[config.mk]
export PLATFORM = sky130hd
export DESIGN_NAME = uart_command_line_matcher_core
export DESIGN_NICKNAME = d
export VERILOG_FILES = /design/src/hdl/ucl_pkg.sv /design/src/hdl/uart_command_line_matcher_core.sv /design/src/hdl/ucl_line_parser.sv /design/src/hdl/ucl_out_buf.sv
export SDC_FILE = /design/constraint.sdc
export NUM_CORES = 1
export LEC_CHECK = 0
export ABC_AREA = 1
export BUFFER_PORTS_ARGS = -buffer_cell sky130_fd_sc_hd__buf_2
export CORE_MARGIN = 2
export CORE_UTILIZATION = 35
export CTS_CLUSTER_DIAMETER = 200
export CTS_CLUSTER_SIZE = 14
export DETAILED_ROUTE_END_ITERATION = 8
export PLACE_DENSITY = 0.52
export SYNTH_ARGS = -nofsm -noshare
export SYNTH_HDL_FRONTEND = slang
export SYNTH_SLANG_ARGS = --single-unit
[constraint.sdc]
create_clock -name clk_i -period 3.38 [get_ports clk_i]
set_input_delay 0.338 -clock clk_i [delete_from_list [all_inputs] [get_ports clk_i]]
set_output_delay 0.338 -clock clk_i [all_outputs]
set_load 0.005 [all_outputs]
[src/hdl/ucl_pkg.sv]
// Shared types, codes and command text tables for the command line matcher.
package ucl_pkg;

  typedef enum logic [3:0] {
    CODE_HELP      = 4'd0,
    CODE_LED_ON    = 4'd1,
    CODE_LED_OFF   = 4'd2,
    CODE_TOGGLE    = 4'd3,
    CODE_STATUS    = 4'd4,
    CODE_BAUD_QRY  = 4'd5,
    CODE_BAUD_OK   = 4'd6,
    CODE_BAUD_BAD  = 4'd7,
    CODE_UNKNOWN   = 4'd8,
    CODE_OVERFLOW  = 4'd9
  } cmd_code_e;

  typedef enum logic [1:0] {
    PH_BEFORE = 2'd0,
    PH_SIGN   = 2'd1,
    PH_DIGITS = 2'd2,
    PH_DONE   = 2'd3
  } num_phase_e;

  // Packed so that command_code sits in the lowest bits.
  typedef struct packed {
    logic        led_lit;
    logic [19:0] baud_value;
    cmd_code_e   command_code;
  } ucl_result_t;

  localparam int unsigned NUM_CMDS  = 7;
  localparam int unsigned NUM_START = 5;

  // Command indexes in priority order.
  localparam logic [2:0] CMD_HELP     = 3'd0;
  localparam logic [2:0] CMD_LAMP_ON  = 3'd1;
  localparam logic [2:0] CMD_LAMP_OFF = 3'd2;
  localparam logic [2:0] CMD_TOGGLE   = 3'd3;
  localparam logic [2:0] CMD_STATUS   = 3'd4;
  localparam logic [2:0] CMD_BAUD_QRY = 3'd5;
  localparam logic [2:0] CMD_BAUD_SET = 3'd6;
  localparam logic [2:0] CMD_NONE     = 3'd7;

  localparam logic [19:0] BAUD_SAT   = 20'd1048575;
  localparam logic [19:0] BAUD_LOW   = 20'd9600;
  localparam logic [19:0] BAUD_HIGH  = 20'd921600;
  localparam logic [19:0] BAUD_RESET = 20'd115200;

  localparam logic [7:0] CH_TAB   = 8'h09;
  localparam logic [7:0] CH_LF    = 8'h0A;
  localparam logic [7:0] CH_VT    = 8'h0B;
  localparam logic [7:0] CH_FF    = 8'h0C;
  localparam logic [7:0] CH_CR    = 8'h0D;
  localparam logic [7:0] CH_SPACE = 8'h20;
  localparam logic [7:0] CH_HASH  = 8'h23;
  localparam logic [7:0] CH_PLUS  = 8'h2B;
  localparam logic [7:0] CH_MINUS = 8'h2D;
  localparam logic [7:0] CH_SLASH = 8'h2F;
  localparam logic [7:0] CH_ZERO  = 8'h30;
  localparam logic [7:0] CH_NINE  = 8'h39;

  // String literals are right-justified: the last character is in the low byte.
  localparam logic [79:0] CMD_TEXT [NUM_CMDS] = '{
    80'("HELP"), 80'("LED ON"), 80'("LED OFF"), 80'("LED TOGGLE"),
    80'("STATUS"), 80'("BAUD?"), 80'("BAUD=")
  };

  localparam logic [3:0] CMD_LEN [NUM_CMDS] = '{
    4'd4, 4'd6, 4'd7, 4'd10, 4'd6, 4'd5, 4'd5
  };

  function automatic logic [7:0] cmd_char(input logic [2:0] k, input logic [3:0] pos);
    logic [79:0] text;
    logic [3:0]  idx;
    text = CMD_TEXT[k];
    idx  = CMD_LEN[k] - 4'd1 - pos;
    return text[{idx, 3'b000} +: 8];
  endfunction

endpackage

[src/hdl/uart_command_line_matcher_core.sv]
// Top level of the command line matcher: stream ports, baud register, assertions.
//
// Takes one received byte per clock cycle, every cycle, for as long as the output side
// keeps up. A terminating CR or LF, or a byte that overflows the line, yields one result
// beat, registered into the output buffer; the line state (prefix flags, count and
// decimal accumulator) is updated in that same cycle. A two-entry output buffer lets
// the block keep taking bytes while one result waits to be taken; s_axis_tready_o drops
// only when both entries hold results. There is no clearing pass after reset. The user
// writes current_baud via cfg_we_i/cfg_wdata_i only while idle; the block has no check.
module uart_command_line_matcher_core #(
  parameter int unsigned LINE_MAX = 64
) (
  input  logic        clk_i,
  input  logic        rst_ni,
  input  logic        cfg_we_i,
  input  logic [19:0] cfg_wdata_i,     // current_baud
  input  logic        s_axis_tvalid_i,
  output logic        s_axis_tready_o,
  input  logic [7:0]  s_axis_tdata_i,  // [7:0] rx_byte
  output logic        m_axis_tvalid_o,
  input  logic        m_axis_tready_i,
  output logic [31:0] m_axis_tdata_o   // [3:0] command_code, [23:4] baud_value,
                                       // [24] led_lit, [31:25] zero
);

  logic [19:0]          current_baud_q;
  logic                 accept;
  logic                 res_valid;
  ucl_pkg::ucl_result_t res;
  ucl_pkg::ucl_result_t out_data;
  logic                 buf_full;

  always_ff @(posedge clk_i or negedge rst_ni) begin
    if (!rst_ni) begin
      current_baud_q <= ucl_pkg::BAUD_RESET;
    end else if (cfg_we_i) begin
      current_baud_q <= cfg_wdata_i;
    end
  end

  assign s_axis_tready_o = !buf_full;
  assign accept          = s_axis_tvalid_i && s_axis_tready_o;

  ucl_line_parser #(
    .LINE_MAX(LINE_MAX)
  ) u_parser (
    .clk_i          (clk_i),
    .rst_ni         (rst_ni),
    .accept_i       (accept),
    .rx_byte_i      (s_axis_tdata_i),
    .current_baud_i (current_baud_q),
    .res_valid_o    (res_valid),
    .res_o          (res)
  );

  ucl_out_buf u_out_buf (
    .clk_i       (clk_i),
    .rst_ni      (rst_ni),
    .push_i      (res_valid),
    .push_data_i (res),
    .ready_i     (m_axis_tready_i),
    .valid_o     (m_axis_tvalid_o),
    .data_o      (out_data),
    .full_o      (buf_full)
  );

  assign m_axis_tdata_o = {7'd0, out_data};

  // A full buffer always has a beat on offer, now and in the next cycle.
  a_full_has_beat: assert property (@(posedge clk_i) disable iff (!rst_ni)
    !s_axis_tready_o |-> m_axis_tvalid_o)
    else $error("output buffer full without a valid beat");

  a_full_keeps_beat: assert property (@(posedge clk_i) disable iff (!rst_ni)
    !s_axis_tready_o |=> m_axis_tvalid_o)
    else $error("beat lost after buffer was full");

  // Only baud commands carry a nonzero baud value.
  a_baud_zero: assert property (@(posedge clk_i) disable iff (!rst_ni)
    m_axis_tvalid_o && (out_data.command_code != ucl_pkg::CODE_BAUD_QRY)
      && (out_data.command_code != ucl_pkg::CODE_BAUD_OK)
      && (out_data.command_code != ucl_pkg::CODE_BAUD_BAD)
    |-> (out_data.baud_value == 20'd0))
    else $error("nonzero baud value on a non-baud result");

  a_led_cmd: assert property (@(posedge clk_i) disable iff (!rst_ni)
    m_axis_tvalid_o && ((out_data.command_code == ucl_pkg::CODE_LED_ON)
      || (out_data.command_code == ucl_pkg::CODE_LED_OFF))
    |-> (out_data.led_lit == (out_data.command_code == ucl_pkg::CODE_LED_ON)))
    else $error("LED state disagrees with LED command");

endmodule

[src/hdl/ucl_line_parser.sv]
// Per-byte line state, prefix matching, number parsing and result decode.
module ucl_line_parser #(
  parameter int unsigned LINE_MAX = 64
) (
  input  logic                 clk_i,
  input  logic                 rst_ni,
  input  logic                 accept_i,
  input  logic [7:0]           rx_byte_i,
  input  logic [19:0]          current_baud_i,
  output logic                 res_valid_o,
  output ucl_pkg::ucl_result_t res_o
);

  localparam int unsigned CNT_W = $clog2(LINE_MAX);

  logic                  receiving_q, receiving_d;
  logic [CNT_W-1:0]      count_q, count_d;
  logic [6:0]            flags_q, flags_d;
  ucl_pkg::num_phase_e   phase_q, phase_d;
  logic                  neg_q, neg_d;
  logic [19:0]           accum_q, accum_d;
  logic                  lamp_q, lamp_d;

  logic                  is_eol, is_skip, is_digit, is_blank;
  logic [6:0]            flags_st;
  ucl_pkg::num_phase_e   phase_st;
  logic                  neg_st;
  logic [19:0]           accum_st;
  logic [23:0]           acc10;
  logic [6:0]            hit;
  logic [2:0]            sel;
  ucl_pkg::cmd_code_e    code;
  logic [19:0]           baud;

  always_comb begin
    is_eol   = (rx_byte_i == ucl_pkg::CH_CR) || (rx_byte_i == ucl_pkg::CH_LF);
    is_skip  = is_eol || (rx_byte_i == ucl_pkg::CH_SPACE) || (rx_byte_i == ucl_pkg::CH_TAB)
            || (rx_byte_i == ucl_pkg::CH_HASH) || (rx_byte_i == ucl_pkg::CH_SLASH);
    is_blank = (rx_byte_i == ucl_pkg::CH_SPACE) || (rx_byte_i == ucl_pkg::CH_TAB)
            || (rx_byte_i == ucl_pkg::CH_VT) || (rx_byte_i == ucl_pkg::CH_FF);
    is_digit = (rx_byte_i >= ucl_pkg::CH_ZERO) && (rx_byte_i <= ucl_pkg::CH_NINE);

    // A command drops out when a byte inside its text length differs.
    for (int k = 0; k < 7; k++) begin
      flags_st[k] = flags_q[k] &
                    !((count_q < CNT_W'(ucl_pkg::CMD_LEN[k])) &&
                      (rx_byte_i != ucl_pkg::cmd_char(3'(k), count_q[3:0])));
      hit[k] = flags_q[k] && (count_q >= CNT_W'(ucl_pkg::CMD_LEN[k]));
    end

    sel = ucl_pkg::CMD_NONE;
    for (int k = 6; k >= 0; k--) begin
      if (hit[k]) begin
        sel = 3'(k);
      end
    end

    // Multiply by ten as two shifts, then saturate.
    acc10 = {1'b0, accum_q, 3'b000} + {3'b000, accum_q, 1'b0} + {20'd0, rx_byte_i[3:0]};

    phase_st = phase_q;
    neg_st   = neg_q;
    accum_st = accum_q;
    if (count_q >= CNT_W'(ucl_pkg::NUM_START)) begin
      unique case (phase_q)
        ucl_pkg::PH_BEFORE: begin
          if (is_blank) begin
            phase_st = ucl_pkg::PH_BEFORE;
          end else if ((rx_byte_i == ucl_pkg::CH_PLUS) || (rx_byte_i == ucl_pkg::CH_MINUS)) begin
            neg_st   = (rx_byte_i == ucl_pkg::CH_MINUS);
            phase_st = ucl_pkg::PH_SIGN;
          end else if (is_digit) begin
            accum_st = {16'd0, rx_byte_i[3:0]};
            phase_st = ucl_pkg::PH_DIGITS;
          end else begin
            phase_st = ucl_pkg::PH_DONE;
          end
        end
        ucl_pkg::PH_SIGN: begin
          if (is_digit) begin
            accum_st = {16'd0, rx_byte_i[3:0]};
            phase_st = ucl_pkg::PH_DIGITS;
          end else begin
            phase_st = ucl_pkg::PH_DONE;
          end
        end
        ucl_pkg::PH_DIGITS: begin
          if (is_digit) begin
            accum_st = (acc10[23:20] != 4'd0) ? ucl_pkg::BAUD_SAT : acc10[19:0];
          end else begin
            phase_st = ucl_pkg::PH_DONE;
          end
        end
        ucl_pkg::PH_DONE: begin
          phase_st = ucl_pkg::PH_DONE;
        end
        default: begin
          phase_st = ucl_pkg::PH_DONE;
        end
      endcase
    end

    baud = 20'd0;
    unique case (sel)
      ucl_pkg::CMD_HELP:     code = ucl_pkg::CODE_HELP;
      ucl_pkg::CMD_LAMP_ON:  code = ucl_pkg::CODE_LED_ON;
      ucl_pkg::CMD_LAMP_OFF: code = ucl_pkg::CODE_LED_OFF;
      ucl_pkg::CMD_TOGGLE:   code = ucl_pkg::CODE_TOGGLE;
      ucl_pkg::CMD_STATUS:   code = ucl_pkg::CODE_STATUS;
      ucl_pkg::CMD_BAUD_QRY: begin
        code = ucl_pkg::CODE_BAUD_QRY;
        baud = current_baud_i;
      end
      ucl_pkg::CMD_BAUD_SET: begin
        // A negative value reports zero; minus zero is still zero.
        baud = neg_q ? 20'd0 : accum_q;
        code = (!neg_q && (accum_q >= ucl_pkg::BAUD_LOW) && (accum_q <= ucl_pkg::BAUD_HIGH))
             ? ucl_pkg::CODE_BAUD_OK : ucl_pkg::CODE_BAUD_BAD;
      end
      default: code = ucl_pkg::CODE_UNKNOWN;
    endcase

    receiving_d = receiving_q;
    count_d     = count_q;
    flags_d     = flags_q;
    phase_d     = phase_q;
    neg_d       = neg_q;
    accum_d     = accum_q;
    lamp_d      = lamp_q;
    res_valid_o = 1'b0;
    res_o.command_code = code;
    res_o.baud_value   = baud;
    res_o.led_lit      = lamp_q;

    if (accept_i) begin
      if (!receiving_q) begin
        if (!is_skip) begin
          receiving_d = 1'b1;
          flags_d     = flags_st;
          count_d     = count_q + 1'b1;
        end
      end else if (!is_eol && (count_q < CNT_W'(LINE_MAX - 1))) begin
        flags_d = flags_st;
        phase_d = phase_st;
        neg_d   = neg_st;
        accum_d = accum_st;
        count_d = count_q + 1'b1;
      end else begin
        res_valid_o = 1'b1;
        if (!is_eol) begin
          res_o.command_code = ucl_pkg::CODE_OVERFLOW;
          res_o.baud_value   = 20'd0;
        end else begin
          unique case (code)
            ucl_pkg::CODE_LED_ON:  lamp_d = 1'b1;
            ucl_pkg::CODE_LED_OFF: lamp_d = 1'b0;
            ucl_pkg::CODE_TOGGLE:  lamp_d = !lamp_q;
            default:               lamp_d = lamp_q;
          endcase
          res_o.led_lit = lamp_d;
        end
        receiving_d = 1'b0;
        count_d     = '0;
        flags_d     = '1;
        phase_d     = ucl_pkg::PH_BEFORE;
        neg_d       = 1'b0;
        accum_d     = 20'd0;
      end
    end
  end

  always_ff @(posedge clk_i or negedge rst_ni) begin
    if (!rst_ni) begin
      receiving_q <= 1'b0;
      count_q     <= '0;
      flags_q     <= '1;
      phase_q     <= ucl_pkg::PH_BEFORE;
      neg_q       <= 1'b0;
      accum_q     <= 20'd0;
      lamp_q      <= 1'b0;
    end else begin
      receiving_q <= receiving_d;
      count_q     <= count_d;
      flags_q     <= flags_d;
      phase_q     <= phase_d;
      neg_q       <= neg_d;
      accum_q     <= accum_d;
      lamp_q      <= lamp_d;
    end
  end

endmodule

[src/hdl/ucl_out_buf.sv]
// Two-entry output buffer: a result register backed by one skid entry.
module ucl_out_buf (
  input  logic                 clk_i,
  input  logic                 rst_ni,
  input  logic                 push_i,
  input  ucl_pkg::ucl_result_t push_data_i,
  input  logic                 ready_i,
  output logic                 valid_o,
  output ucl_pkg::ucl_result_t data_o,
  output logic                 full_o
);

  logic                 main_v_q, main_v_d;
  logic                 skid_v_q, skid_v_d;
  ucl_pkg::ucl_result_t main_q, main_d;
  ucl_pkg::ucl_result_t skid_q, skid_d;

  always_comb begin
    main_v_d = main_v_q;
    skid_v_d = skid_v_q;
    main_d   = main_q;
    skid_d   = skid_q;
    if (!main_v_q || ready_i) begin
      if (skid_v_q) begin
        main_d   = skid_q;
        main_v_d = 1'b1;
        skid_d   = push_data_i;
        skid_v_d = push_i;
      end else begin
        main_d   = push_data_i;
        main_v_d = push_i;
      end
    end else if (push_i) begin
      // The skid entry is empty whenever a beat is pushed.
      skid_d   = push_data_i;
      skid_v_d = 1'b1;
    end
  end

  always_ff @(posedge clk_i or negedge rst_ni) begin
    if (!rst_ni) begin
      main_v_q <= 1'b0;
      skid_v_q <= 1'b0;
    end else begin
      main_v_q <= main_v_d;
      skid_v_q <= skid_v_d;
    end
  end

  always_ff @(posedge clk_i) begin
    main_q <= main_d;
    skid_q <= skid_d;
  end

  assign valid_o = main_v_q;
  assign data_o  = main_q;
  assign full_o  = skid_v_q;

endmodule

==> results.yml, run 1 <==
logic_synthesis:
  area_fraction_in_compound_gates_after_synthesis_pct: 13.6
  ys_top_cells_by_area: "edfxtp_1 19%, dfrtp_1 16%, nand2_1 12%, ha_1 9.2%, inv_1 5.1%"
  ys_warn_count: 0
  synth_common_cells: "247 x nand2_1, 107 x inv_1, 66 x o21ai_0"
  synth_flop_cell: "edfxtp_1"
  asyncSetResetFlopFracSynth_pct: 54.5
  post_syn_area_per_cell_um2: 7.97
  main_combinational_cell_family_by_area_after_synthesis: "simple AND/OR/NAND/NOR gates"
  yosysMostFrequentCell: "nand2_1"
  postSynthRegisterBits: 110
  synth_enable_flop_cells: 50
  post_synth_adder_cell_area_pct: 9.73
  synth_cells: 988
  synth_largest_type_area_fraction_pct: 19.1
  syn_area_mm2: 0.00787
  proportion_of_synthesized_area_in_mux_cells_pct: 0
  synth.largest_area_cell: "edfxtp_1"
  synth_sequential_area_ratio_pct: 38.3
  yosys.area_share.xor_xnor_pct: 4.12
  netlist-cell-type-count: 56
  synthSimpleGateAreaFrac_pct: 25.8
clock_tree:
  htree_num_levels: 3
  tritoncts.num_buffers: 9
  clock_sinks: 110
  path_clk_slew_ns: 0.08
  cts-hold-fix-buffers: 0
  worst_skew_pair.late_latency_ns: 0.37
  cts.repair_timing.setup_buffer_count: 0
  cts_max_path_buffers: 2
  post_cts_resized: 0
  tritoncts: "done"
  clk_root_buffer_cell: "clkbuf_16"
setup_path:
  critical_path.slowest_cell: "fa_1"
  crit_path_category: "reg2reg"
  crit_path_start: "u_parser.accum_q[0]$_DFFE_PN0P_"
  timing.reg2reg.setup_slack_ns: 0.46
  reg2reg_to: "u_parser.accum_q[8]$_DFFE_PN0P_"
  worst-path-max-fanout: 14
  timing.critical_path.max_delay_family: "adder cells"
  worst_ep_arrival_time_ns: 3.14
  crit_path_cell_trace: "fa_1 -> fa_1 -> nand3_1 -> nand2_1 -> nand4_1 -> nand3_1 -> xor2_1 -> nor2_1 -> nand2_2 -> nand2_2 -> o211ai_1"
  setup_crit_start_kind: "flop"
  crit_path_max_incr_delay_ns: 0.53
  cp.required_ns: 3.61
  cp_num_cells: 11
  cp-end-kind: "flop"
  worstSetupEndpoint: "u_parser.accum_q[8]$_DFFE_PN0P_"
  critical_path.n_buffers_inverters: 0
  timing.rr.start: "u_parser.accum_q[0]$_DFFE_PN0P_"
  ff2ff_path_depth: 11
sta:
  final_min_period_over_clock_period_pct: 86.3
  setup_tns_ns: 0
  timing.slew.headroom_pct: 34.4
  fmaxAchievable_ghz: 0.343
  timing_worst_slew_pin_value_ns: 0.982
  setup_viol: 0
  final-max-slew-violation-count: 0
  finalClockSkew_ns: 0.0150
  fin_worst_hold_slack_ns: 0.0397
  final.min_clock_period_ns: 2.92
  rsz0062_at_grt: "false"
  hold_violations: 0
place:
  place.port_buffers: 59
  dp_hpwl_mm: 15.4
  gp_congestion: 0.905
pwr:
  cellLeakagePower_nw: 4.29
  power.density_cell_area_mw_per_mm2: 688
  share_seq_of_total_power_pct: 31.1
  power.clock.fraction_pct: 18.5
  switching_power_mw: 2.75
  netSwitchingFraction_pct: 45.5
  cell_internal_pwr_mw: 3.30
  ir_drop_mv: 0.285
  combinationalPowerShare_pct: 50.4
detailed_routing:
  total_detailed_routing_wirelength_mm: 20.0
  drt-wirelength-per-cell_um: 15.0
  ratio_of_routed_vias_to_standard_cells: 4.88
  total_vias_in_the_final_route: 6516
  drc_violations_left: 0
  route.antenna.remaining_nets: 0
  drt-initial-drc-count: 317
  drt-pass1-iter-count: 5
finish:
  drive_above_1_share_pct: 15.1
  multi_input_area_mm2: 0.00423
  final.fill_count: 2257
  area_growth_pct: 11.6
  insertedDiodeCount: 0
  ff_latch_area_mm2: 0.00302
  finalNetCount: 1142
job:
  max-cap-violations: 0
min_path:
  hp-class: "in2async"
global_route:
  antenna_found_initial: 0
  grt_overflow: 0
  grt_pass1_vias: 6247
  grt_start_max_net_pins: 45
  grt_usage_pct: 17.3
  grt_pass1_wl_mm: 33.2
outcome:
  run_status: "complete, no violations"
floorplanning:
  die_wd_um: 154
  die_h_um: 154
  num_io_pins: 67
  start_util_pct: 35.9
  die_area_mm2: 0.0237
  num_rows: 54
  fp.coreArea_mm2: 0.0220
[logic make-up (layout without fill, tap and decap cells)]
kind of cell             after synthesis  count (layout)
AO/OA/AOI/OAI                        176             176
flip-flops                           110             110
buffers and inverters                152             212
AND/OR/NAND/NOR                      452             452
adder cells (fa/ha/maj)               60              60
other                                  1               7
XOR/XNOR                              37              37
[layout make-up]
cell class	instances	share of cell area, %
Inverter	120	5.20
Sequential cell	110	34.3
Multi-Input combinational cell	732	48.1
Clock inverter	7	1.04
Timing Repair Buffer	76	4.81
Tap cell	280	3.99
Clock buffer	9	2.56
[routing by layer]
metal | track usage [%] | vias to the layer above | part of all wire, %
li1 | - | 3414 | -
met1 | 27.1 | 2986 | 55
met2 | 25.5 | 104 | 42
met3 | 1.75 | 12 | 2.8
met4 | 4.05 | 0 | 0.97
met5 | 0 | - | 0
[state kept, by name, indices dropped and copies added (netlist names)]
signal,count
u_out_buf.data_o,25
u_out_buf.skid_q,25
current_baud_q,20
u_parser.accum_q,20
u_parser.flags_q,7
u_parser.count_q,6
u_parser.phase_q,2
u_out_buf.full_o,1
u_out_buf.valid_o,1
u_parser.lamp_q,1
u_parser.neg_q,1
u_parser.receiving_q,1
[through the flow]
stage	power (mW)	worst slack (ns)	util, %	cells	area, um2
after detailed placement	4.94	0.429	38.6	1318	8470
after CTS	6.07	0.441	40.0	1334	8790
after global routing	6.61	0.178	40.0	1334	8790
after global placement	4.94	0.444	38.6	1318	8470
final	6.05	0.462	40.0	1334	8790
after floorplan	4.11	0.442	-	994	7900
[layout by cell type, fill, tap and decap left out, types with 3 or more instances in the layout]
master,netlist,layout
inv_8,0,3
clkbuf_16,0,9
inv_2,9,9
a22oi_1,5,5
inv_1,107,107
and2_1,19,19
nor2_1,61,61
nand2_2,11,11
o21ai_0,66,65
conb_1,1,7
buf_2,3,59
a21o_1,3,3
edfxtp_1,50,50
or2_2,5,5
o211ai_1,11,11
xor2_1,30,30
nor2_2,3,3
nor4_1,10,10
a21oi_1,40,40
nand4_1,14,14
nand2_1,247,247
a31oi_1,8,8
o22ai_1,5,5
nor3_1,16,16
nor2_4,3,3
xnor2_1,7,7
o21ai_1,12,12
a21oi_2,3,3
ha_1,58,58
nand3_1,53,53
buf_4,10,17
o22ai_2,10,10
dfrtp_1,49,49
dfstp_2,11,11
[worst reg2reg max path: cells and delay by family, from the launching register on]
kind	cells	cell delay (ns)
adder cells (fa/ha/maj)	2	1.04
AND/OR/NAND/NOR	7	0.98
flip-flops	1	0.47
XOR/XNOR	1	0.15
AO/OA/AOI/OAI	1	0.14
[worst min path at each step]
stage	end	slack, ns	startpoint
floorplan	current_baud_q[0]$_DFFE_PN0P_	0.04	rst_ni
global placement	u_parser.flags_q[4]$_DFFE_PN1P_	0.45	u_parser.flags_q[4]$_DFFE_PN1P_
detailed placement	u_parser.flags_q[1]$_DFFE_PN1P_	0.45	u_parser.flags_q[1]$_DFFE_PN1P_
CTS	u_parser.count_q[1]$_DFFE_PN0P_	0.08	rst_ni
global route	u_parser.count_q[3]$_DFFE_PN0P_	0.11	rst_ni
finish	u_parser.count_q[1]$_DFFE_PN0P_	0.04	rst_ni
[power groups by stage]
stage               clock (mW)  combinational (mW)  sequential, mW
finish                    1.12                3.05            1.88
global route              1.21                3.49            1.92
CTS                       1.15                3.05            1.88
detailed placement           0                3.04            1.90
global placement             0                3.05            1.89
floorplan                    0                2.25            1.85
Note: power is estimated with default switching activity, not from simulation.
==> run 2, diff against run 1 <==
CORE_UTILIZATION = 45   (was 35)
PLACE_DENSITY = 0.64   (was 0.52)
==> run 2 against run 1 <==
Net effect: clock skew fell by 0.0028 ns; sequential share of layout area is 0.47 points higher; critical path type unchanged; highest routed layer unchanged; largest cell class unchanged; global-route usage grew 3.2 points; critical path depth unchanged; combinational power shrank 3%; core utilization is 10 points higher; count of clock-buffer cells in the layout is the same.
==> results.yml, run 2 (same netlist as run 1, synthesis figures left out) <==
clock_tree:
  htree_num_levels: 3
  cts-hold-fix-buffers: 0
  worst_skew_pair.late_latency_ns: 0.35
  clock_sinks: 110
  cts_max_path_buffers: 2
  post_cts_resized: 0
  path_clk_slew_ns: 0.08
  clk_root_buffer_cell: "clkbuf_16"
  tritoncts: "done"
  cts.repair_timing.setup_buffer_count: 0
  tritoncts.num_buffers: 9
floorplanning:
  die_h_um: 136
  num_io_pins: 67
  num_rows: 48
  die_area_mm2: 0.0186
  fp.coreArea_mm2: 0.0172
  start_util_pct: 45.8
  die_wd_um: 136
global_route:
  grt_pass1_wl_mm: 30.6
  grt_start_max_net_pins: 45
  grt_overflow: 0
  antenna_found_initial: 0
  grt_usage_pct: 20.5
  grt_pass1_vias: 6052
detailed_routing:
  drc_violations_left: 0
  wl_met2_mm: 8.01
  highest_layer: "met4"
  drt-pass1-iter-count: 5
  total_detailed_routing_wirelength_mm: 18.4
  total_vias_in_the_final_route: 6680
  drt-initial-drc-count: 457
  route.layer.met1.wl_mm: 9.42
  route.antenna.remaining_nets: 0
  ratio_of_routed_vias_to_standard_cells: 5.24
  dr_wl_met3_um: 731
  drt-wirelength-per-cell_um: 14.4
sta:
  rsz0062_at_grt: "false"
  setup_viol: 0
  fmaxAchievable_ghz: 0.345
  timing_worst_slew_pin_value_ns: 0.965
  worst_slack_ns: 0.485
  final-max-slew-violation-count: 0
  final.min_clock_period_ns: 2.89
  final_min_period_over_clock_period_pct: 85.6
  finalClockSkew_ns: 0.0122
  hold_violations: 0
  timing.slew.headroom_pct: 35.6
  setup_tns_ns: 0
pwr:
  power.density_cell_area_mw_per_mm2: 684
  power.clock.fraction_pct: 18.1
  share_seq_of_total_power_pct: 31.9
  total_power_mw: 5.94
  combinationalPowerShare_pct: 50.0
  ir_drop_mv: 0.409
  cellLeakagePower_nw: 4.26
  switching_power_mw: 2.67
  netSwitchingFraction_pct: 45.0
  cell_internal_pwr_mw: 3.26
finish:
  area_growth_pct: 10.1
  most-common-layout-cells: "247 x nand2_1, 107 x inv_1, 65 x o21ai_0"
  layout_commonest_cell: "nand2_1"
  insertedDiodeCount: 0
  finalNetCount: 1137
  drive_above_1_share_pct: 14.7
  finalInstanceArea_mm2: 0.00867
setup_path:
  setup_crit_start_kind: "flop"
  worst_ep_arrival_time_ns: 3.10
  crit_path_cell_trace: "fa_1 -> fa_1 -> nand3_1 -> nand2_1 -> nand4_1 -> nand3_1 -> xor2_1 -> nor2_1 -> nand2_2 -> nand2_2 -> o211ai_1"
  worst-path-max-fanout: 14
  crit_path_max_incr_delay_ns: 0.53
  cp-end-kind: "flop"
  crit_path_category: "reg2reg"
  cp.required_ns: 3.59
  crit_path_start: "u_parser.accum_q[0]$_DFFE_PN0P_"
  timing.rr.start: "u_parser.accum_q[0]$_DFFE_PN0P_"
  critical_path.slowest_cell: "fa_1"
place:
  post_dp_cell_area_mm2: 0.00837
  place.port_buffers: 59
  post-place-ws_ns: 0.371
  dp_hpwl_mm: 14.2
  gp_congestion: 0.926
outcome:
  run_status: "complete, no violations"
job:
  max-cap-violations: 0
min_path:
  hp-class: "in2async"
-- run 2: cell types whose count changed in the layout (fill, tap and decap cells not counted) --
cell      delta
buf_4        -5
inv_6        +3
inv_8        -2
clkinv_8     -1
-- run 2: area by class of cell --
type                    count  area [um2]
clock buffers               9         225
clock inverters             7        78.8
fillers                  1644        8510
inverters                 120         457
multi-input cells         732        4230
flip-flops and latches    110        3020
well taps                 225         282
repair buffers             71         385
-- run 2: critical path: cells and delay by family (launching register included) --
family,cells,cell delay [ns]
simple gates,7,0.97
fa+ha+maj,2,1.04
compound gates,1,0.14
flops,1,0.45
xor+xnor,1,0.15
-- run 2: stage by stage --
step,hold WS (ns),std cells,util (%)
after global placement,0.450,1258,48.7
after global routing,0.121,1274,50.5
after detailed placement,0.455,1258,48.7
after CTS,0.0868,1274,50.5
after floorplan,0.0424,994,-
final,0.0614,1274,50.5
-- run 2: final timing paths --
path	end	depth (start not counted)	slack, ns
worst max register to register	u_parser.accum_q[4]$_DFFE_PN0P_	11	0.49
max in group asynchronous	current_baud_q[15]$_DFFE_PN1P_	2	2.51
worst min-delay path	u_parser.count_q[2]$_DFFE_PN0P_	1	0.06
min in group clk_i	current_baud_q[16]$_DFFE_PN1P_	3	0.19
worst max-delay path	u_parser.accum_q[4]$_DFFE_PN0P_	11	0.49
worst min register to register	u_parser.flags_q[6]$_DFFE_PN1P_	2	0.47
-- run 2: power by group through the flow --
stage	clock (mW)	combinational [mW]	sequential, mW
after global placement	0	2.94	1.92
after global routing	1.14	3.39	1.94
after detailed placement	0	2.94	1.92
final	1.08	2.97	1.89
after floorplan	0	2.25	1.85
after CTS	1.09	2.95	1.89
-- run 2: metal layers --
metal,vias to the layer above,track usage [%]
met5,-,0
met1,3104,31.9
met4,0,4.34
li1,3407,-
met3,15,1.86
met2,154,30.8
